File: src/hdl/assert_macros.svh
// Assertion macros shared by the covariance accumulator RTL.
`ifndef ASSERT_MACROS_SVH
`define ASSERT_MACROS_SVH

// Check that a condition implies a consequence on the same clock edge.
`define SCA_ASSERT_IMP(lbl, clk, rst, ante, cons, msg) \
  lbl: assert property (@(posedge clk) disable iff (rst) (ante) |-> (cons)) \
    else $error(msg);

// Check that an expression holds at every clock edge outside reset.
`define SCA_ASSERT_ALWAYS(lbl, clk, rst, expr, msg) \
  lbl: assert property (@(posedge clk) disable iff (rst) (expr)) \
    else $error(msg);

`endif

File: src/hdl/sca_pkg.sv
// Shared constants, types and helpers for the covariance accumulator.
package sca_pkg;

  localparam int BINS       = 257;
  localparam int CHANNELS   = 4;
  localparam int ENTRIES    = BINS * CHANNELS * CHANNELS;
  localparam int CH_W       = $clog2(CHANNELS);
  localparam int BIN_W      = 9;
  localparam int ADDR_W     = $clog2(ENTRIES);
  localparam int ACC_W      = 48;
  localparam int VAL_W      = 16;
  localparam int W_W        = 16;
  localparam int CFG_CH_W   = 3;
  localparam int WEIGHT_ONE = 32768;
  localparam int ROUND_HALF = 16384;
  localparam int SCALE_SH   = 15;

  // Register indexes on the configuration port
  localparam logic REG_WEIGHT   = 1'b0;
  localparam logic REG_CHANNELS = 1'b1;

  typedef enum logic [1:0] {
    CMD_ACC   = 2'd0,
    CMD_READ  = 2'd1,
    CMD_CLEAR = 2'd2
  } cmd_t;

  typedef enum logic [2:0] {
    ST_SWEEP,
    ST_IDLE,
    ST_ISSUE,
    ST_DRAIN,
    ST_RESP
  } state_t;

  // Commands from the controller to the datapath
  typedef struct packed {
    logic              latch;
    logic              chan_wr;
    logic              issue;
    logic              first;
    logic [CH_W-1:0]   pair_row;
    logic [CH_W-1:0]   pair_col;
    logic              rd_issue;
    logic              res_load;
    logic              clr_wr;
    logic              sweep_wr;
    logic [ADDR_W-1:0] sweep_addr;
  } sca_ctl_t;

  // Status from the datapath to the controller
  typedef struct packed {
    cmd_t cmd;
    logic row_ok;
    logic trigger;
    logic bad;
    logic pipe_busy;
    logic out_free;
  } sca_stat_t;

  // Entry (bin,row,col) sits at (bin*CHANNELS+row)*CHANNELS+col
  function automatic logic [ADDR_W-1:0] entry_addr(input logic [BIN_W-1:0] bin,
                                                   input logic [CH_W-1:0] row,
                                                   input logic [CH_W-1:0] col);
    logic [BIN_W+2*CH_W-1:0] full;
    full = {bin, row, col};
    return full[ADDR_W-1:0];
  endfunction

endpackage

File: src/hdl/sca_ctrl.sv
// Controller: reset sweep, command dispatch and pair sequencing.
module sca_ctrl (
  input  logic                         clk,
  input  logic                         rst,
  input  logic                         s_tvalid,
  output logic                         s_tready,
  input  logic [sca_pkg::CFG_CH_W-1:0] chan_eff,
  input  sca_pkg::sca_stat_t           stat,
  output sca_pkg::sca_ctl_t            ctl
);
  import sca_pkg::*;

  state_t              state, state_next;
  logic [CH_W-1:0]     pair_row, pair_row_next;
  logic [CH_W-1:0]     pair_col, pair_col_next;
  logic [ADDR_W-1:0]   sweep_addr, sweep_addr_next;
  logic [CFG_CH_W-1:0] last_ch;

  assign last_ch = chan_eff - CFG_CH_W'(1);

  // State and counter registers
  always_ff @(posedge clk) begin
    if (rst) begin
      state      <= ST_SWEEP;
      pair_row   <= '0;
      pair_col   <= '0;
      sweep_addr <= '0;
    end else begin
      state      <= state_next;
      pair_row   <= pair_row_next;
      pair_col   <= pair_col_next;
      sweep_addr <= sweep_addr_next;
    end
  end

  // Next state and commands
  always_comb begin
    state_next      = state;
    pair_row_next   = pair_row;
    pair_col_next   = pair_col;
    sweep_addr_next = sweep_addr;
    s_tready        = 1'b0;
    ctl             = '0;
    ctl.pair_row    = pair_row;
    ctl.pair_col    = pair_col;
    ctl.sweep_addr  = sweep_addr;

    case (state)
      ST_SWEEP: begin
        // Zero one entry a cycle until the whole store is clear
        ctl.sweep_wr    = 1'b1;
        sweep_addr_next = sweep_addr + ADDR_W'(1);
        if (sweep_addr == ADDR_W'(ENTRIES - 1)) begin
          state_next = ST_IDLE;
        end
      end
      ST_IDLE: begin
        s_tready = 1'b1;
        if (s_tvalid) begin
          ctl.latch = 1'b1;
          case (stat.cmd)
            CMD_ACC: begin
              ctl.chan_wr = stat.row_ok;
              if (stat.trigger) begin
                pair_row_next = '0;
                pair_col_next = '0;
                state_next    = ST_ISSUE;
              end
            end
            CMD_READ: begin
              ctl.rd_issue = !stat.bad;
              state_next   = ST_RESP;
            end
            CMD_CLEAR: begin
              ctl.clr_wr = !stat.bad;
            end
            default: begin
            end
          endcase
        end
      end
      ST_ISSUE: begin
        // Walk the upper triangle, one pair a cycle
        ctl.issue = 1'b1;
        ctl.first = (pair_row == pair_col);
        if (CFG_CH_W'(pair_col) == last_ch) begin
          pair_row_next = pair_row + CH_W'(1);
          pair_col_next = pair_row + CH_W'(1);
          if (CFG_CH_W'(pair_row) == last_ch) begin
            state_next = ST_DRAIN;
          end
        end else begin
          pair_col_next = pair_col + CH_W'(1);
        end
      end
      ST_DRAIN: begin
        if (!stat.pipe_busy) begin
          state_next = ST_IDLE;
        end
      end
      ST_RESP: begin
        // Hold the read data until the output register is free
        if (stat.out_free) begin
          ctl.res_load = 1'b1;
          state_next   = ST_IDLE;
        end
      end
      default: begin
        state_next = ST_IDLE;
      end
    endcase
  end

endmodule

File: config.mk
export PLATFORM = sky130hd
export DESIGN_NAME = sca_ctrl
export DESIGN_NICKNAME = d
export VERILOG_FILES = /design/src/hdl/assert_macros.svh /design/src/hdl/sca_pkg.sv /design/src/hdl/sca_ctrl.sv
export SDC_FILE = /design/constraint.sdc
export NUM_CORES = 1
export LEC_CHECK = 0
export ABC_AREA = 1
export ABC_CLOCK_PERIOD_IN_PS = 1250
export BUFFER_PORTS_ARGS = -buffer_cell sky130_fd_sc_hd__buf_2
export CORE_MARGIN = 1.5
export CORE_UTILIZATION = 25
export DETAILED_ROUTE_END_ITERATION = 12
export GPL_ROUTABILITY_DRIVEN = 0
export PLACE_DENSITY = 0.46
export SYNTH_ARGS = -nofsm -noshare
export SYNTH_HDL_FRONTEND = slang
export SYNTH_SLANG_ARGS = --single-unit
File: constraint.sdc
create_clock -name clk -period 1.25 [get_ports clk]
set_input_delay 0.125 -clock clk [delete_from_list [all_inputs] [get_ports clk]]
set_output_delay 0.125 -clock clk [all_outputs]
set_load 0.05 [all_outputs]
==> flow_summary.json, run 1 <==
{
  "tightest_slew_ns": 0.545,
  "finalWirelength_um": 3770,
  "clockRootBuffer": "clkbuf_8",
  "via_per_inst": 4.25,
  "setup_ws_ns": -0.243,
  "cpLargestDelayFamily": "simple AND/OR/NAND/NOR gates",
  "clk_pin_slew_ns": 0.08,
  "rrSetupSlack_ns": -0.21,
  "slowest_delay_ns": 0.39,
  "synth_cell_types": 26,
  "syn_area_per_cell_um2": 6.35,
  "ys_seq_area_share_pct": 30.8,
  "hold_viol": 0,
  "yosysWarnings": 0,
  "end_kind": "output pin",
  "hold_class": "input port to flop",
  "place_inst": 346,
  "mappedNetlistNets": 220,
  "vdd_ir_drop_max_mv": 0.940,
  "ios": 39,
  "numPortBuffers": 38,
  "via_count": 1568,
  "cap_violations": 0,
  "fin_crit_sh_pct": 119,
  "rows": 26,
  "ant_nets": 0,
  "worstSkewPairLatency_ns": 0.27,
  "grt_first_pass_wirelength_um": 6300,
  "synth_ff_type": "dfxtp_1",
  "synth_edf_count": 0,
  "status": "finished, violations left",
  "critPathArrivalTime_ns": 1.37,
  "dieArea_mm2": 0.00565,
  "drive_gt1_share_pct": 57.9,
  "setup_viol": 25,
  "die_w_um": 75.1,
  "nets": 315,
  "slew-limit-headroom_pct": 63.6,
  "synth_area_mm2": 0.00130,
  "wire_per_inst_um": 10.2,
  "cp.required_ns": 1.12,
  "period_minus_slack_ns": 1.49,
  "cts.sinks": 20,
  "drc": 0,
  "firstDrtPassIters": 3,
  "finalMaxSlewViolations": 0,
  "grt_util_all_layers_pct": 14.5,
  "grt-ovfl-total": 0,
  "crit_buf_inv": 3,
  "cts_buffers": 3,
  "p_leak_uw": 0.00115,
  "start_util_pct": 25.6,
  "ctsLongestPathBuffers": 2,
  "violations": "setup timing",
  "antenna_found_initial": 0,
  "rsz0062_at_grt": "true",
  "power.total_uw": 4130,
  "die_height_um": 75.1,
  "first_global_vias": 1488,
  "drt_iter0_markers": 28,
  "worst_setup_path_start_kind": "flop",
  "p_per_area_mw_per_mm2": 1690,
  "async_reset_ff_share_pct": 0,
  "diodes": 0,
  "stdcell_count": 369,
  "crit_chain": "nand2_4 -> nor2_4 -> inv_2 -> nor2_4 -> inv_2 -> nor4_4 -> buf_6",
  "hpwl_um": 2700,
  "cp_max_fo": 4,
  "tritoncts": "done",
  "grt_max_degree": 14,
  "skew_ns": 0.00723,
  "crit_slowest_cell": "dfxtp_4",
  "fmax_mhz": 670,
  "dp_worst_setup_slack_ns": -0.252,
  "crit_type": "flop to output pin",
  "hold_buffers": 0,
  "area_growth_pct": 88.2,
  "htreeDepth": 1,
  "yosys_register_bits": 20,
  "core_mm2": 0.00507,
  "synth_cells": 205
}
[metal layers]
layer  track usage, %  vias to the layer above  part of all wire [%]
met1             18.2                      698                    45
met5                0                        -                     0
met2             24.9                       29                    50
met4             6.35                        0                   1.5
li1                 -                      836                     -
met3             1.87                        5                   2.8
[final timing paths]
path,cells past startpoint,start,endpoint
worst max register to register,11,state[0]$_SDFFE_PP0P_,sweep_addr[11]$_SDFFE_PP0P_
worst max-delay path,7,state[0]$_SDFFE_PP0P_,ctl[14]
worst min-delay path,3,rst,sweep_addr[12]$_SDFFE_PP0P_
worst min register to register,2,sweep_addr[7]$_SDFFE_PP0P_,sweep_addr[7]$_SDFFE_PP0P_
[through the flow]
stage	hold WS (ns)	util [%]	instance area, µm²	setup TNS, ns
after floorplan	0.185	-	1420	-6.26
after global placement	0.454	38.3	1940	-2.21
after detailed placement	0.466	38.3	1940	-2.36
after CTS	0.168	45.4	2300	-3.14
after global routing	0.185	48.2	2450	-5.84
final	0.177	48.2	2450	-3.61
[cells by family after synthesis]
kind of cell,after synthesis,synth area share (%)
DFF,20,30.8
xor gates and xnor gates,4,2.69
adders and majority gates,2,1.92
and+or+nand+nor,116,42.4
buffers and inverters,36,10.9
AOI/OAI and AO/OA,27,11.3
[worst reg2reg max path, cell delays in order (launching register included)]
cell,delay [ns]
dfxtp_4,0.37
buf_6,0.12
nor2_4,0.11
nand2_4,0.10
clkinv_4,0.07
nand2_4,0.05
nor2_4,0.15
nand2_4,0.08
nor2_4,0.14
nand3_2,0.07
nand2_1,0.06
nor2_1,0.04
[layout by cell type, fill, tap and decap left out, types with 2 or more instances in the layout]
cell type  synthesis  layout
nand3_1           14       8
nand2_2            7       7
nor2_4             4      10
nand3_4            1       3
buf_2              0      28
a21oi_1           11       7
o21ai_2            0       6
xor2_1             4       4
nor2_2             1       3
inv_1             28      23
nor4_4             0       2
buf_6              0      16
a21oi_2            2       6
nand2_1           47      42
dfxtp_4            0       6
buf_4              1      41
o21bai_1           2       2
o21ai_1            3       3
nand3_2            0       4
nor2_1            33      25
o21ai_0            9       2
dfxtp_2            0       9
nand2_4            0       5
buf_8              0       5
inv_2              5       9
clkbuf_8           0       3
dfxtp_1           20       5
nor3_4             1       3
[power by group]
group	internal (µW)	leakage (µW)	switching, µW
clock network	428	0.0000357	233
registers	761	0.000171	138
logic	1130	0.000941	1430
total	2320	0.00115	1800
[state kept, by name, indices dropped and copies added (netlist names)]
register / cells
sweep_addr: 13
pair_col: 2
state: 3
pair_row: 2
[cell type report]
cell class,instances,area (µm²)
Fill cell,534,2630
Tap cell,70,87.6
Multi-Input combinational cell,149,1010
Inverter,35,139
Clock buffer,3,41.3
Clock inverter,1,30.0
Timing Repair Buffer,91,711
Sequential cell,20,434
[synth_stat cells (2+ instances only)]
library cell | number | area (µm²)
nand2_2 | 7 | 43.8
nor4_1 | 2 | 12.5
a21oi_2 | 2 | 17.5
a21oi_1 | 11 | 55.1
ha_1 | 2 | 25.0
dfxtp_1 | 20 | 400
o21ai_1 | 3 | 15.0
nor3_1 | 3 | 15.0
o21ai_0 | 9 | 45.0
nor2_4 | 4 | 45.0
nand2_1 | 47 | 176
o21bai_1 | 2 | 15.0
xor2_1 | 4 | 35.0
nor2_1 | 33 | 124
nand3_1 | 14 | 70.1
inv_2 | 5 | 18.8
inv_1 | 28 | 105
[repair_timing]
item / CTS / global route
endpoints found under the setup margin: 22 / 30
gates resized for setup: 55 / 30
pin swaps: 12 / 13
gates cloned: 0 / 0
setup buffers: 14 / 5
No activity file was read; power rests on OpenSTA's default activity.
==> run 2: changes to the inputs <==
--- a/config.mk
+++ b/config.mk
@@ -13,6 +13,7 @@
 export DETAILED_ROUTE_END_ITERATION = 12
 export GPL_ROUTABILITY_DRIVEN = 0
 export PLACE_DENSITY = 0.46
+export RECOVER_POWER = 50
 export SYNTH_ARGS = -nofsm -noshare
 export SYNTH_HDL_FRONTEND = slang
 export SYNTH_SLANG_ARGS = --single-unit
==> flow_summary.json, run 2 (same netlist as run 1, synthesis figures left out) <==
{
  "status": "finished, violations left",
  "violations": "setup timing",
  "tightest_slew_ns": 0.546,
  "nets": 315,
  "holdWs_ns": 0.176,
  "area_growth_pct": 88.2,
  "place_area_mm2": 0.00194,
  "crit_start": "state[0]$_SDFFE_PP0P_",
  "regMostFlops": "sweep_addr",
  "wire_per_inst_um": 10.2,
  "clockRootBuffer": "clkbuf_8",
  "worst_setup_path_start_kind": "flop",
  "n_fill_cell": 534,
  "cp_max_fo": 4,
  "numPortBuffers": 38,
  "tritoncts": "done",
  "place_inst": 346,
  "finalWirelength_um": 3760,
  "grt_util_all_layers_pct": 14.5,
  "via_per_inst": 4.26,
  "dieArea_mm2": 0.00565,
  "most-common-layout-cells": "nand2_1 (42), buf_4 (41), nor2_1 (25)",
  "vdd_ir_drop_max_mv": 0.939,
  "p_leak_uw": 0.00114,
  "slew-limit-headroom_pct": 63.6,
  "ant_nets": 0,
  "antenna_found_initial": 0,
  "drc": 0,
  "htreeDepth": 1,
  "die_w_um": 75.1,
  "via_count": 1573,
  "period_minus_slack_ns": 1.49,
  "fmax_mhz": 670,
  "layout.cells.most_common": "nand2_1",
  "power_switching_uw": 1800,
  "p_per_area_mw_per_mm2": 1680,
  "p_seq_share_pct": 21.8,
  "diodes": 0,
  "hpwl_um": 2700,
  "die_height_um": 75.1,
  "worstSkewPairLatency_ns": 0.27,
  "grt_first_pass_wirelength_um": 6300,
  "hold_class": "input port to flop",
  "cp.required_ns": 1.12,
  "grt-busiest-layer": "met2",
  "drt_iter0_markers": 35,
  "largest_register_ffs": 13,
  "clk_pin_slew_ns": 0.08,
  "grt.met1_usage_pct": 18.2,
  "finalSetupTns_ns": -3.62,
  "final_area_mm2": 0.00245,
  "p_clk_share_pct": 16.0,
  "drive_gt1_share_pct": 57.9,
  "setup_viol": 25,
  "p_int_uw": 2320,
  "cts_buffers": 3,
  "end_kind": "output pin",
  "skew_ns": 0.00722,
  "hold_buffers": 0,
  "comb_power_share_pct": 62.2,
  "swShare_pct": 43.7,
  "whs_path_depth": 3,
  "worstHoldStart": "rst",
  "finalMaxSlewViolations": 0,
  "cts.sinks": 20,
  "worst_r2r_path_depth": 11,
  "hold_viol": 0,
  "ios": 39,
  "stdcell_count": 369,
  "cap_violations": 0,
  "reg_top3": "sweep_addr: 13 flops, state: 3 flops",
  "grt_max_degree": 14,
  "ctsLongestPathBuffers": 2,
  "grt-ovfl-total": 0,
  "start_util_pct": 25.6,
  "first_global_vias": 1488,
  "critPathArrivalTime_ns": 1.37,
  "r2r_start": "state[0]$_SDFFE_PP0P_",
  "fin_crit_sh_pct": 119,
  "rsz0062_at_grt": "true",
  "firstDrtPassIters": 3,
  "core_mm2": 0.00507,
  "use_met3_pct": 1.87,
  "met2_usage_pct": 24.9,
  "setup_ws_ns": -0.244,
  "crit_type": "flop to output pin",
  "rows": 26
}
-- run 2: cell types whose count changed in the layout (fill, tap and decap cells not counted) --
| cell | previous run | this run |
|---|---|---|
| clkbuf_2 | 0 | 9 |
| buf_2 | 28 | 19 |
-- run 2: final timing paths --
check / endpoint / slack, ns
max: ctl[14] / -0.24
min: sweep_addr[12]$_SDFFE_PP0P_ / 0.18
max reg2reg: sweep_addr[11]$_SDFFE_PP0P_ / -0.21
min reg2reg: sweep_addr[7]$_SDFFE_PP0P_ / 0.51
-- run 2: power by group through the flow --
stage,registers (µW),logic [µW],clock network (µW)
after floorplan,1160,993,0
after global placement,905,1870,0
after detailed placement,901,1880,0
after CTS,898,2420,692
after global routing,917,2770,715
final,899,2570,661
-- run 2: cell type report --
cell class / instances / area (µm²) / share of cell area [%]
Sequential cell: 20 / 434 / 17.7
Tap cell: 70 / 87.6 / 3.58
Timing Repair Buffer: 91 / 711 / 29.0
Multi-Input combinational cell: 149 / 1010 / 41.1
Clock inverter: 1 / 30.0 / 1.23
Inverter: 35 / 139 / 5.67
Clock buffer: 3 / 41.3 / 1.69
-- run 2: critical path, cell delays in order, from the launching register on --
cell     delay (ns)
dfxtp_4        0.39
nand2_4        0.06
nor2_4         0.11
inv_2          0.06
nor2_4         0.09
inv_2          0.07
nor4_4         0.14
buf_6          0.19
-- run 2: metrics by stage --
stage / setup slack, ns / power [µW] / utilization, %
2_1_floorplan: -0.870 / 2150 / -
3_3_place_gp: -0.219 / 2780 / 38.3
3_5_place_dp: -0.252 / 2790 / 38.3
4_1_cts: -0.254 / 4010 / 45.4
5_1_grt: -0.355 / 4400 / 48.2
6_report: -0.244 / 4130 / 48.2
-- run 2: timing repair --
item,CTS,global route
resized for setup,55,30
endpoints found under the hold margin,0,0
pin swaps,12,13
setup endpoints to repair,22,30
buffers inserted,14,5
-- run 2: per-layer routing --
metal | wire length, µm | share of wire (%)
met5 | 0 | 0
met4 | 58 | 1.5
met3 | 105 | 2.8
met2 | 1900 | 51
met1 | 1690 | 45
