### config.mk
export PLATFORM = sky130hd
export DESIGN_NAME = sca_regs
export DESIGN_NICKNAME = d
export VERILOG_FILES = /design/src/hdl/assert_macros.svh /design/src/hdl/sca_pkg.sv /design/src/hdl/sca_regs.sv
export SDC_FILE = /design/constraint.sdc
export NUM_CORES = 1
export LEC_CHECK = 0
export BUFFER_PORTS_ARGS = -buffer_cell sky130_fd_sc_hd__buf_2
export CORE_MARGIN = 4
export CORE_UTILIZATION = 43
export DETAILED_ROUTE_END_ITERATION = 6
export PLACE_DENSITY = 0.93
export SLEW_MARGIN = 20
export SYNTH_ARGS = -nofsm -noshare
export SYNTH_HDL_FRONTEND = slang
export SYNTH_SLANG_ARGS = --single-unit
### constraint.sdc
create_clock -name clk -period 1.9 [get_ports clk]
set_input_delay 0.475 -clock clk [delete_from_list [all_inputs] [get_ports clk]]
set_output_delay 0.475 -clock clk [all_outputs]
set_load 0.005 [all_outputs]
### src/hdl/assert_macros.svh
// Assertion macros shared by the covariance accumulator RTL.
`ifndef ASSERT_MACROS_SVH
`define ASSERT_MACROS_SVH

// Check that a condition implies a consequence on the same clock edge.
`define SCA_ASSERT_IMP(lbl, clk, rst, ante, cons, msg) \
  lbl: assert property (@(posedge clk) disable iff (rst) (ante) |-> (cons)) \
    else $error(msg);

// Check that an expression holds at every clock edge outside reset.
`define SCA_ASSERT_ALWAYS(lbl, clk, rst, expr, msg) \
  lbl: assert property (@(posedge clk) disable iff (rst) (expr)) \
    else $error(msg);

`endif

### src/hdl/sca_pkg.sv
// Shared constants, types and helpers for the covariance accumulator.
package sca_pkg;

  localparam int BINS       = 257;
  localparam int CHANNELS   = 4;
  localparam int ENTRIES    = BINS * CHANNELS * CHANNELS;
  localparam int CH_W       = $clog2(CHANNELS);
  localparam int BIN_W      = 9;
  localparam int ADDR_W     = $clog2(ENTRIES);
  localparam int ACC_W      = 48;
  localparam int VAL_W      = 16;
  localparam int W_W        = 16;
  localparam int CFG_CH_W   = 3;
  localparam int WEIGHT_ONE = 32768;
  localparam int ROUND_HALF = 16384;
  localparam int SCALE_SH   = 15;

  // Register indexes on the configuration port
  localparam logic REG_WEIGHT   = 1'b0;
  localparam logic REG_CHANNELS = 1'b1;

  typedef enum logic [1:0] {
    CMD_ACC   = 2'd0,
    CMD_READ  = 2'd1,
    CMD_CLEAR = 2'd2
  } cmd_t;

  typedef enum logic [2:0] {
    ST_SWEEP,
    ST_IDLE,
    ST_ISSUE,
    ST_DRAIN,
    ST_RESP
  } state_t;

  // Commands from the controller to the datapath
  typedef struct packed {
    logic              latch;
    logic              chan_wr;
    logic              issue;
    logic              first;
    logic [CH_W-1:0]   pair_row;
    logic [CH_W-1:0]   pair_col;
    logic              rd_issue;
    logic              res_load;
    logic              clr_wr;
    logic              sweep_wr;
    logic [ADDR_W-1:0] sweep_addr;
  } sca_ctl_t;

  // Status from the datapath to the controller
  typedef struct packed {
    cmd_t cmd;
    logic row_ok;
    logic trigger;
    logic bad;
    logic pipe_busy;
    logic out_free;
  } sca_stat_t;

  // Entry (bin,row,col) sits at (bin*CHANNELS+row)*CHANNELS+col
  function automatic logic [ADDR_W-1:0] entry_addr(input logic [BIN_W-1:0] bin,
                                                   input logic [CH_W-1:0] row,
                                                   input logic [CH_W-1:0] col);
    logic [BIN_W+2*CH_W-1:0] full;
    full = {bin, row, col};
    return full[ADDR_W-1:0];
  endfunction

endpackage

### src/hdl/sca_regs.sv
// Configuration register file with APB-style access and clamped outputs.
module sca_regs (
  input  logic                         clk,
  input  logic                         rst,
  input  logic                         psel,
  input  logic                         penable,
  input  logic                         pwrite,
  input  logic [2:0]                   paddr,
  input  logic [31:0]                  pwdata,
  output logic [31:0]                  prdata,
  output logic                         pready,
  output logic [sca_pkg::W_W-1:0]      weight_eff,
  output logic [sca_pkg::CFG_CH_W-1:0] chan_eff
);
  import sca_pkg::*;

  logic [W_W-1:0]      weight;
  logic [CFG_CH_W-1:0] chan_cfg;
  logic                wr_en;

  assign pready = 1'b1;
  assign wr_en  = psel && penable && pwrite && pready;

  // Write registers at the access phase
  always_ff @(posedge clk) begin
    if (rst) begin
      weight   <= W_W'(WEIGHT_ONE);
      chan_cfg <= CFG_CH_W'(CHANNELS);
    end else if (wr_en) begin
      if (paddr[2] == REG_WEIGHT) begin
        weight <= pwdata[W_W-1:0];
      end else begin
        chan_cfg <= pwdata[CFG_CH_W-1:0];
      end
    end
  end

  // Read back the addressed register
  always_comb begin
    if (paddr[2] == REG_CHANNELS) begin
      prdata = {{(32-CFG_CH_W){1'b0}}, chan_cfg};
    end else begin
      prdata = {{(32-W_W){1'b0}}, weight};
    end
  end

  // Clamp the weight to one and the channel count to its legal range
  always_comb begin
    if (weight > W_W'(WEIGHT_ONE)) begin
      weight_eff = W_W'(WEIGHT_ONE);
    end else begin
      weight_eff = weight;
    end
    if (chan_cfg == '0) begin
      chan_eff = CFG_CH_W'(1);
    end else if (chan_cfg > CFG_CH_W'(CHANNELS)) begin
      chan_eff = CFG_CH_W'(CHANNELS);
    end else begin
      chan_eff = chan_cfg;
    end
  end

endmodule

==> summary by stage, run 1 <==
Outcome
The run finished with clean final reports.

Global routing
The initial antenna violation count was 0. The first global-routing pass estimated 3.346 mm of wire. The all-layer global routing usage is 0.1190.

The overall overflow remaining after global route is 0. The number of global-route vias before repair is 755. The maximum number of pins on one net before global-route repair is 37.

Worst setup path
The start-to-end type of the worst setup path is in2out. The worst setup path is launched from an input port. The critical path capture point type is an output port. The worst register-to-register path begins at weight[15]$_SDFFE_PP1P_.

The worst register-to-register path ends at weight[15]$_SDFFE_PP1P_. For the worst flop-to-flop path, the logic depth is 3. At the worst endpoint, the required time is 1.42 ns. In this run the worst setup path terminates at prdata[15].

The maximum fanout along the worst path is 10. Data arrives at the worst endpoint at 1.23 ns. For flop-to-flop paths, the worst setup slack is 1.00 ns. The launch point of the critical path is paddr[2].

Die
The core area is 2758 sq um. The initial cell density of the core is 0.4487. During I/O placement, the number of pins put on the boundary was 92. The die outline area is 3800 sq um. The die height is 61.65 um.

Measured along the x axis, the die boundary spans 61.65 um. The standard-cell row count is 19.

Hold path
The path class of the tightest hold or removal check is in2reg. The number of cells on the worst hold path is 3.

Clock network
In this run the number of H-tree levels came out at 1. For the worst-skew pair, the clock arrives at the later sink with an insertion delay of 0.29 ns. The clock drives 19 sinks. In this run the clock root is driven by a sky130_fd_sc_hd__clkbuf_4. The CTS tree is built. No sink is reached through more buffers than the 2 on the longest clock path. The post-CTS setup-driven buffer insertion count is 0. After clock tree synthesis, the clock-pin slew on the worst setup and hold paths is 0.10 ns. The number of clock buffers added by TritonCTS is 3.

Placed design
Once placement finished, the instance area stood at 1446 sq um. The cell total after placement is 218. The number of buffers inserted by port buffering is 56. OpenSTA, run right after detailed placement, puts the worst setup slack at 0.1739 ns. The routability congestion estimate is 0.7074.

The wire-length estimate of the detail-placed layout is 1.863 mm.

Job
Across the run, the number of max-cap violations was 0.

Routing
The highest signal layer in the routed design is met3. After detailed routing, the number of remaining DRC violations is 0. Dividing the detail-routed via count by the number of cells gives 4.365.

The first detailed-routing pass ran for 4 iterations. The average detailed-routed wire length per instance is 10.86 um. The number of DRC violations after detailed-routing iteration 0 is 23. The via count is 969. The total length of routed met3 wires is 212 um. For this block, wires on met1 add up to 1.065 mm. For this block, the routed nets add up to 2.411 mm of wire. The post-detailed-route count of antenna-violating nets is 0. After detailed routing, the met2 layer carries 1.133 mm of wire.

STA
In the finished design, the share of the clock period the worst path needs comes to 0.8997. The final worst setup slack is 0.1907 ns. The smallest clock period supported by the final layout is computed as 1.709 ns. The max-slew violation total from the final report is 0. The final-report hold violation count is 0. Setup violations remaining at the end of the flow were counted as 0. The worst clock skew is 0 ns. Setup repair after global routing left no endpoint under its margin. Based on the critical path, the design can be clocked at up to 585.0 MHz. The final sum of negative setup slack is 0 ns.

Final layout
In the final layout, the share of cells above drive strength 1 is 0.3665. The count of nets after finishing is 232. The signed area change from the synthesized netlist to the final layout is 19.11%. Leaving out fill and tap cells, the most frequent cell in the layout is sky130_fd_sc_hd__buf_2. The design area is 1474 sq um.

The number of antenna diodes in the final layout is 0. The count of placed standard cells in the final layout, fillers left out is 222. Leaving out fill and tap cells, the most frequent cells in the layout are sky130_fd_sc_hd__buf_2, sky130_fd_sc_hd__nand2b_1, sky130_fd_sc_hd__nor2b_1. The layout has 263 filler cells.

Power
The total power divided by cell area is 484.9 nW/um^2. In this run the static leakage power is 0.7147 nW. The maximum vdd drop is 383.0 uV.

Yosys
The synthesized design contains 19 register bits. Of the synthesized area, sequential elements account for 0.3074. Counting every instance in the synthesized netlist gives 139. The mean instance size in the synthesized netlist is 8.902 sq um. The post-synthesis cell type count is 16.

The total of warnings raised by yosys is 0. The synthesized netlist occupies a cell area of 1237 sq um.
-- kinds of logic (layout without fill, tap and decap cells) --
family                 count (synthesis)  in the layout  synth area share
AND/OR/NAND/NOR                       67             67            0.3397
buffers and inverters                 28             65            0.1618
multiplexers                          22             22            0.1810
flip-flops                            19             19            0.3074
other                                  2             17          0.006069
AO/OA/AOI/OAI                          1              1          0.004041
-- cell type report --
cell class	instances	area [sq um]	share of cell area
clock buffers	4	26.28	0.01783
flip-flops and latches	19	381.6	0.2589
repair buffers	60	310.3	0.2105
well taps	31	38.79	0.02632
multi-input cells	107	713.2	0.4839
inverters	1	3.754	0.002547
-- critical path, stage by stage --
cell and delay [ns]:
sky130_fd_sc_hd__buf_2 0.21, sky130_fd_sc_hd__buf_4 0.21, sky130_fd_sc_hd__and2b_2 0.22, sky130_fd_sc_hd__buf_2 0.12
-- through the flow --
| stage | hold slack (ns) | util | total power [mW] |
|---|---|---|---|
| detailed placement | 0.4739 | 0.5245 | 0.5263 |
| finish | 0.4259 | 0.5345 | 0.7146 |
| CTS | 0.4069 | 0.5340 | 0.7334 |
| floorplan | 0.4525 | - | 0.5144 |
| global route | 0.4160 | 0.5345 | 0.7534 |
| global placement | 0.4636 | 0.5245 | 0.5236 |
-- cell usage after synthesis --
master	count	area, sq um
sky130_fd_sc_hd__a21oi_1	1	5.000
sky130_fd_sc_hd__and2b_2	3	26.28
sky130_fd_sc_hd__and4b_1	1	10.01
sky130_fd_sc_hd__buf_12	1	20.02
sky130_fd_sc_hd__buf_4	17	127.6
sky130_fd_sc_hd__buf_6	2	22.52
sky130_fd_sc_hd__clkbuf_1	7	26.28
sky130_fd_sc_hd__conb_1	2	7.510
sky130_fd_sc_hd__dfxtp_1	19	380.4
sky130_fd_sc_hd__inv_1	1	3.750
sky130_fd_sc_hd__mux2_2	3	33.78
sky130_fd_sc_hd__mux2i_1	19	190.2
sky130_fd_sc_hd__nand2b_1	32	200.2
sky130_fd_sc_hd__nand4_1	1	6.260
sky130_fd_sc_hd__nor2_1	4	15.01
sky130_fd_sc_hd__nor2b_1	26	162.7
-- worst min-delay path by stage --
stage,start,endpoint,slack (ns)
final,pwdata[13],weight[13]$_SDFFE_PP0P_,0.43
after global routing,pwdata[10],weight[10]$_SDFFE_PP0P_,0.42
after CTS,pwdata[10],weight[10]$_SDFFE_PP0P_,0.41
after detailed placement,weight[0]$_SDFFE_PP0P_,weight[0]$_SDFFE_PP0P_,0.47
after global placement,weight[5]$_SDFFE_PP0P_,weight[5]$_SDFFE_PP0P_,0.46
after floorplan,weight[10]$_SDFFE_PP0P_,weight[10]$_SDFFE_PP0P_,0.45
-- registers in the layout, summed over array words and instances (netlist names) --
register	flops
chan_cfg	3
weight	16
-- timing repair --
action                                  CTS  global route
endpoints found under the setup margin    0             2
gates resized for setup                   0             1
hold buffers                              0             0
-- routing by layer --
metal / global-route usage / up-vias
met5: 0 / -
met4: 0.02727 / 0
met3: 0.03774 / 0
met2: 0.1898 / 40
met1: 0.1568 / 427
li1: - / 502
-- report_power, final --
part | leakage [nW] | internal (mW) | switching (mW)
combinational | 0.546 | 0.0543 | 0.0480
sequential | 0.153 | 0.407 | 0.00749
clock | 0.0150 | 0.0816 | 0.116
(Power assumes the default switching activity.)
==> run 2, diff against run 1 <==
REMOVE_ABC_BUFFERS = 1   (was not set)
==> run 2 against run 1 <==
Net effect: first-iteration DRC count decreased by 52%; clock skew unchanged; hold slack got worse by 0.0087 ns; sequential power about the same; via count increased by 1.7%; setup slack improved by 0.023 ns; die area unchanged; total power increased by 0.99%; register-to-register slack got worse by 0.07 ns; cell count decreased by 0.45%; non-clock buffer count decreased by 1; largest cell class unchanged; sequential cell count unchanged.
==> summary by stage, run 2 (same netlist as run 1, synthesis figures left out) <==
Clock network
The post-CTS setup-driven buffer insertion count is 0. Once the clock tree was built, the resizer swapped 0 gates to a different size. TritonCTS built the clock tree. Clock tree synthesis inserted a total of 3 buffers. The maximum number of buffers from clock root to sink is 2. The root buffer selected by CTS is sky130_fd_sc_hd__clkbuf_4. Clock tree synthesis found a total of 19 sinks. In this run the number of H-tree levels came out at 1.

The clock latency at the later pin of the worst-skew pair is 0.29 ns. Clock-pin slew was measured on the worst setup and hold paths at 0.11 ns. The cts-stage hold buffer count is 0.

Worst setup path
The data arrival time of the critical path is 1.21 ns. The critical path is of the reg2out type. Of all nets on the critical path, the largest fanout is 11. The startpoint identified for the worst register-to-register timing path is weight[15]$_SDFFE_PP1P_.

The worst register-to-register path has a setup slack of 0.93 ns. Measured in cells, the most critical reg-to-reg path has a length of 3. Walking the worst path, the cells encountered are buf_4 > nor2b_1 > buf_2. The largest single stage delay on the critical path is 0.48 ns. STA classifies the critical path endpoint as an output port.

The data required time of the critical path is 1.42 ns. The slowest cell on the critical path is sky130_fd_sc_hd__dfxtp_1. STA classifies the critical path startpoint as a register. In this run the worst setup path terminates at weight_eff[8]. The launch point of the critical path is weight[15]$_SDFFE_PP1P_. The critical register-to-register path endpoint is weight[15]$_SDFFE_PP1P_.

Power
The share of total power dissipated in sequential elements is 0.573. Of the total power, the clock network draws 0.286. The total leakage power is 0.7110 nW. In this run the power spent charging and discharging nets is 179.2 uW.

Of the total power, the share spent switching nets is 0.2484. The internal power component is 542.4 uW. The combinational cell fraction of total power is 0.141.

After layout, the design draws a total of 721.7 uW. For this design the ratio of total power to cell area is 492.6 nW/um^2. VDD sags by at most 626.2 uV.

Die
The die height is 61.65 um. The die outline area is 3800 sq um. The core area is 2758 sq um.

The initialized floorplan defines 19 standard-cell rows. The initial utilization of the core area, before any placement, comes to 0.4487. The number of ports placed on the die boundary is 92. From left edge to right edge, the die measures 61.65 um.

Final layout
The library cells used most frequently in the layout, excluding fill and tap cells, are sky130_fd_sc_hd__buf_2, sky130_fd_sc_hd__nand2b_1, sky130_fd_sc_hd__nor2b_1. The antenna diode count is 0. The flip-flop count of the largest register, all copies and words added is 16.

The register with the most flip-flops in the final layout is weight. The most frequent standard cell in the layout excluding fill and tap cells is sky130_fd_sc_hd__buf_2. The layout cell share with drive strength beyond 1 is 0.3579. In the final design database the tool counted 231 nets. Once layout is complete, the cells apart from fillers number 221. The largest registers in the layout are weight: 16 flops, chan_cfg: 3 flops. The signed area change from the synthesized netlist to the final layout is 18.40%.

Global routing
The maximum number of pins on one net before global-route repair is 37. The first global-routing pass estimated 3.588 mm of wire. The overall overflow remaining after global route is 0. The number of global-route vias before repair is 830.

In the global route stage, overall resource usage came out at 0.1249. The initial antenna violation count is 0.

Placed design
The routability congestion estimate is 0.6333. The number of buffers inserted by port buffering is 56. Detailed placement finished with a half-perimeter wire length of 1.829 mm. The placement-stage worst setup slack is 0.1848 ns.

The cell total after placement is 217.

STA
Setup total negative slack on the finished layout was measured at 0 ns. In the finished design, the share of the clock period the worst path needs comes to 0.8873. Setup repair after global routing left no endpoint under its margin.

Once routing completed, OpenROAD measured the worst setup slack at 0.2141 ns. Setup violations remaining at the end of the flow were counted as 0. The worst clock skew is 0 ns. The clock period minus worst slack is 1.686 ns. Hold timing on the final database bottoms out at a slack of 0.4172 ns.

The max-slew violation total from the final report is 0. The final-report hold violation count is 0. The highest clock rate is 593.2 MHz.

Outcome
The run finished with clean final reports.

Routing
The DRC violation count after routing is 0. The final routed wirelength across all metal layers is 2.380 mm. The average detailed-routed wire length per instance is 10.77 um. The post-detailed-route count of antenna-violating nets is 0. Across all layers, the routed design uses 985 vias. The average via count per standard cell is 4.457. The detailed router finished its first iteration with 11 violations. The first-pass detailed-route iteration total is 3.

Job
Max-cap violations in this run came to 0.

Hold path
The type of the worst min-delay path is in2reg.
==> run 2: per-stage QoR <==
stage                     utilization  cell area [sq um]
after CTS                      0.5313               1465
after floorplan                     -               1097
final                          0.5313               1465
after global routing           0.5313               1465
after detailed placement       0.5218               1439
after global placement         0.5218               1439
==> run 2: layout make-up <==
cell class                 count  area [sq um]
sequential                    19         380.4
multi-input combinational    107         713.2
fill                         280          1292
inverter                       1         3.754
clock buffer                   4         26.28
timing repair buffer          59         302.8
tap                           31         38.79
==> run 2: metal layers <==
metal,global-route usage,vias up,share of wire
met5,0,-,0
met4,0.01818,0,0
met3,0.04193,0,0.11
met2,0.2063,45,0.47
met1,0.1616,438,0.42
li1,-,502,-
==> run 2: how the worst min path moves through the flow <==
| stage | startpoint | slack, ns | to | cells past startpoint |
|---|---|---|---|---|
| after floorplan | weight[10]$_SDFFE_PP0P_ | 0.45 | weight[10]$_SDFFE_PP0P_ | 2 |
| after global placement | weight[4]$_SDFFE_PP0P_ | 0.46 | weight[4]$_SDFFE_PP0P_ | 2 |
| after detailed placement | weight[13]$_SDFFE_PP0P_ | 0.47 | weight[13]$_SDFFE_PP0P_ | 2 |
| after CTS | pwdata[12] | 0.41 | weight[12]$_SDFFE_PP0P_ | 3 |
| after global routing | pwdata[15] | 0.41 | weight[15]$_SDFFE_PP1P_ | 3 |
| final | pwdata[12] | 0.42 | weight[12]$_SDFFE_PP0P_ | 3 |
==> run 2: power groups by stage <==
stage               Clock (mW)  Sequential, mW  Combinational, mW
floorplan                    0           0.422             0.0520
global placement             0           0.422              0.102
detailed placement           0           0.423              0.103
CTS                      0.220           0.414              0.103
global route             0.236           0.415              0.117
finish                   0.206           0.414              0.102
==> run 2: worst max-delay path: cells and delay by family, from the launching register on <==
| kind | cells | cell delay (ns) |
|---|---|---|
| flops | 1 | 0.48 |
| simple gates | 1 | 0.06 |
| buf+inv | 2 | 0.37 |
==> run 3, diff against run 2 <==
ABC_AREA = 1   (was not set)
CORE_UTILIZATION = 42   (was 43)
PLACE_DENSITY = 0.92   (was 0.93)
==> run 3 against run 2 <==
Net effect: the run now ends with setup timing left; area after synthesis shrank 3.2%; global-route usage grew 2.2 points; die area shrank 0.81%; clock skew is the same; critical path depth grew 3; wire length grew 25%; utilization grew 1.4 points; maximum frequency shrank 13%; setup slack lost 0.24 ns; highest routed layer is now met4.
==> summary by stage, run 3 <==
Die
The floorplan has 19 rows. For this design the top-level I/O count stands at 92. For this configuration, the core starts out at a cell density of 0.4380. The width of the chip is 61.40 um.

The floorplan step defined a die boundary enclosing 3769 sq um. The die height is 61.40 um. The floorplan step defined a core boundary enclosing 2734 sq um.

Worst setup path
The critical path capture point type is an output port. STA puts the critical path data required time at 1.42 ns. The start-to-end type of the worst setup path is reg2out. STA puts the critical path data arrival time at 1.45 ns. The maximum fanout along the worst path is 7.

In this run the worst setup path begins at weight[10]$_SDFFE_PP0P_. STA classifies the critical path startpoint as a register. The setup slack of the worst register-to-register path is 1.18 ns. In this run the critical register-to-register path is launched from weight[10]$_SDFFE_PP0P_.

Clock network
Buffers added to address setup during post-CTS repair amount to 0. The cts-stage hold buffer count is 0. TritonCTS built the clock tree. The clock net sink count is 19. The maximum number of buffers from clock root to sink is 2.

For the worst-skew pair, the clock arrives at the later sink with an insertion delay of 0.29 ns. The root buffer selected by CTS is sky130_fd_sc_hd__clkbuf_4. The count of H-tree levels built during CTS is 1. The clock-pin slew on the worst setup and hold paths is 0.11 ns. The CTS buffer count is 3.

STA
Across the routed clock network, the largest skew measured is 0 ns. Across all setup checks in the final design, the least slack found is -0.02873 ns. The clock period minus worst slack is 1.929 ns. The highest clock rate is 518.5 MHz. After routing, the total negative slack on setup checks comes to -0.07020 ns. The max-slew violation total from the final report is 0. Setup repair after global routing could not meet its margin everywhere.

The final-report hold violation count came to 0. Setup violations remaining at the end of the flow were counted as 8. The final period utilization is 1.015.

Routing
The final routed wirelength across all metal layers is 2.966 mm. The count of nets left with antenna violations once routing finished came out at 0. After the first detailed-routing iteration, the DRC count stood at 35.

Dividing the detail-routed wire length by the instance count gives 11.45 um. The first-pass detailed-route iteration total is 4. After detailed routing, the number of vias per cell comes to 4.622. The via count is 1197.

The DRC violation count after routing is 0.

Yosys
The total of warnings raised by yosys is 0. The synthesized instance count is 178. Counting flops with an async set or reset pin after synthesis yields a share of 0. By instance count, the leading cell after synthesis is sky130_fd_sc_hd__nor2_1. The sequential area share after synthesis is 0.3177. The number of synthesized flops with an enable pin is 0.

The post-synthesis cell type count is 22. Of the post-synthesis cell area, the dominant cell type holds 0.3177. The most used flip-flop cell after synthesis is sky130_fd_sc_hd__dfxtp_1. By area the synthesized netlist is led by sky130_fd_sc_hd__dfxtp_1, sky130_fd_sc_hd__nor2_1, sky130_fd_sc_hd__buf_4. In the synthesized netlist, the cells that appear most often are sky130_fd_sc_hd__nor2_1, sky130_fd_sc_hd__o21ai_0, sky130_fd_sc_hd__dfxtp_1, sky130_fd_sc_hd__inv_1, sky130_fd_sc_hd__buf_4. The dominant cell type by area after synthesis is sky130_fd_sc_hd__dfxtp_1.

The cell area after synthesis is 1197 sq um. The mean instance size in the synthesized netlist is 6.727 sq um. The synthesis-stage register bit count is 19.

Final layout
The register with the most flip-flops in the layout has 16 of them. weight holds more flip-flops than any other register. The repair_antennas step left the layout with diodes totalling 0.

The layout cell share with drive strength beyond 1 is 0.4167. The count of nets after finishing is 269. In the layout the commonest cells are sky130_fd_sc_hd__buf_2, sky130_fd_sc_hd__nor2_1, sky130_fd_sc_hd__o21ai_0. In the final layout, the registers with the most flip-flops are weight: 16 flops, chan_cfg: 3 flops. The most frequent standard cell in the layout excluding fill and tap cells is sky130_fd_sc_hd__buf_2.

The signed area change from the synthesized netlist to the final layout is 24.56%. The finished cells cover 1491 sq um.

Global routing
The first global-routing pass estimated 4.126 mm of wire. The met1 usage is 0.1722. In the global route stage, met3 resource usage came out at 0.03354. For this run, the total global-route usage over all layers was measured as 0.1472. The maximum number of pins on one net before global-route repair is 22. The global routing stage identified its most utilized layer as met2. The initial antenna violation count was 0.

The overall overflow remaining after global route is 0. The global routing usage on met2 is 0.2613. The number of global-route vias before repair came to 975.

Placed design
The number of buffers inserted by port buffering is 56. The routability congestion estimate is 0.6965. Summed over all nets, the half-perimeter wirelength after detailed placement is 2.141 mm. The area after detailed placement is 1394 sq um.

Outcome
The run finished, with violations left. The final reports fail on setup timing.

Power
The maximum vdd drop is 331.6 uV. Summed over all cells, the static leakage comes to 0.7747 nW. In this run the power density over the cells is 564.3 nW/um^2.

Hold path
The path class of the tightest hold or removal check is in2reg. The start point of the worst hold path is pwdata[6].

Job
The max capacitance violation total is 0.
[run 3: changes by cell type in the layout (fill, tap and decap cells not counted), moves of 6 or more]
cell,previous run,this run
sky130_fd_sc_hd__o21ai_0,0,21
sky130_fd_sc_hd__nand2b_1,32,0
sky130_fd_sc_hd__nor2_1,4,51
sky130_fd_sc_hd__dfxtp_2,0,6
sky130_fd_sc_hd__nand2_1,0,7
sky130_fd_sc_hd__inv_1,1,18
sky130_fd_sc_hd__dfxtp_1,19,13
sky130_fd_sc_hd__a21oi_2,0,13
sky130_fd_sc_hd__mux2i_1,19,0
sky130_fd_sc_hd__nor2b_1,26,0
[run 3: worst max-delay path, cell delays in order (launching register included)]
cell	delay, ns
sky130_fd_sc_hd__dfxtp_1	0.37
sky130_fd_sc_hd__nor2_4	0.11
sky130_fd_sc_hd__nand2_2	0.07
sky130_fd_sc_hd__nor2_4	0.20
sky130_fd_sc_hd__nand2_4	0.14
sky130_fd_sc_hd__a21oi_2	0.15
sky130_fd_sc_hd__buf_2	0.12
[run 3: cell families after synthesis]
logic type             synth area share
AND/OR/NAND/NOR                  0.2592
AO/OA/AOI/OAI                    0.1965
flip-flops                       0.3177
buffers and inverters            0.2205
other                          0.006272
[run 3: power by group]
| group | switching [mW] | internal [mW] |
|---|---|---|
| combinational | 0.140 | 0.0739 |
| sequential | 0.0118 | 0.413 |
| clock | 0.121 | 0.0817 |
[run 3: final cells by class]
cell class | instances | area [sq um]
fillers | 276 | 1242
clock buffers | 4 | 26.28
flip-flops and latches | 19 | 387.9
well taps | 31 | 38.79
repair buffers | 57 | 287.8
multi-input cells | 128 | 673.1
inverters | 20 | 77.57
[run 3: metrics by stage]
| step | cells | hold WS [ns] | power, mW | utilization | worst slack (ns) |
|---|---|---|---|---|---|
| final | 259 | 0.3943 | 0.8416 | 0.5455 | -0.02873 |
| after global routing | 259 | 0.3859 | 0.8974 | 0.5455 | -0.1215 |
| after CTS | 258 | 0.3878 | 0.8264 | 0.5263 | -0.006850 |
| after detailed placement | 254 | 0.4967 | 0.6116 | 0.5098 | 0.2851 |
| after global placement | 254 | 0.4904 | 0.6073 | 0.5098 | 0.3090 |
| after floorplan | 166 | 0.4659 | 0.5384 | - | 0.003752 |
[run 3: routing by layer]
layer  vias to the layer above  wire length, um
met5                         -                0
met4                         0               26
met3                         4              224
met2                        49             1459
met1                       531             1255
li1                        613                -
[run 3: worst paths after layout]
kind / endpoint / cells past startpoint
max: weight_eff[3] / 6
min: weight[6]$_SDFFE_PP0P_ / 3
max reg2reg: weight[10]$_SDFFE_PP0P_ / 2
min reg2reg: chan_cfg[0]$_SDFFE_PP0P_ / 2
[run 3: repair_timing]
item,CTS,global route
setup endpoints to repair,15,15
gates resized for setup,4,15
pin swaps,0,7
endpoints found under the hold margin,0,0
cloned,0,1
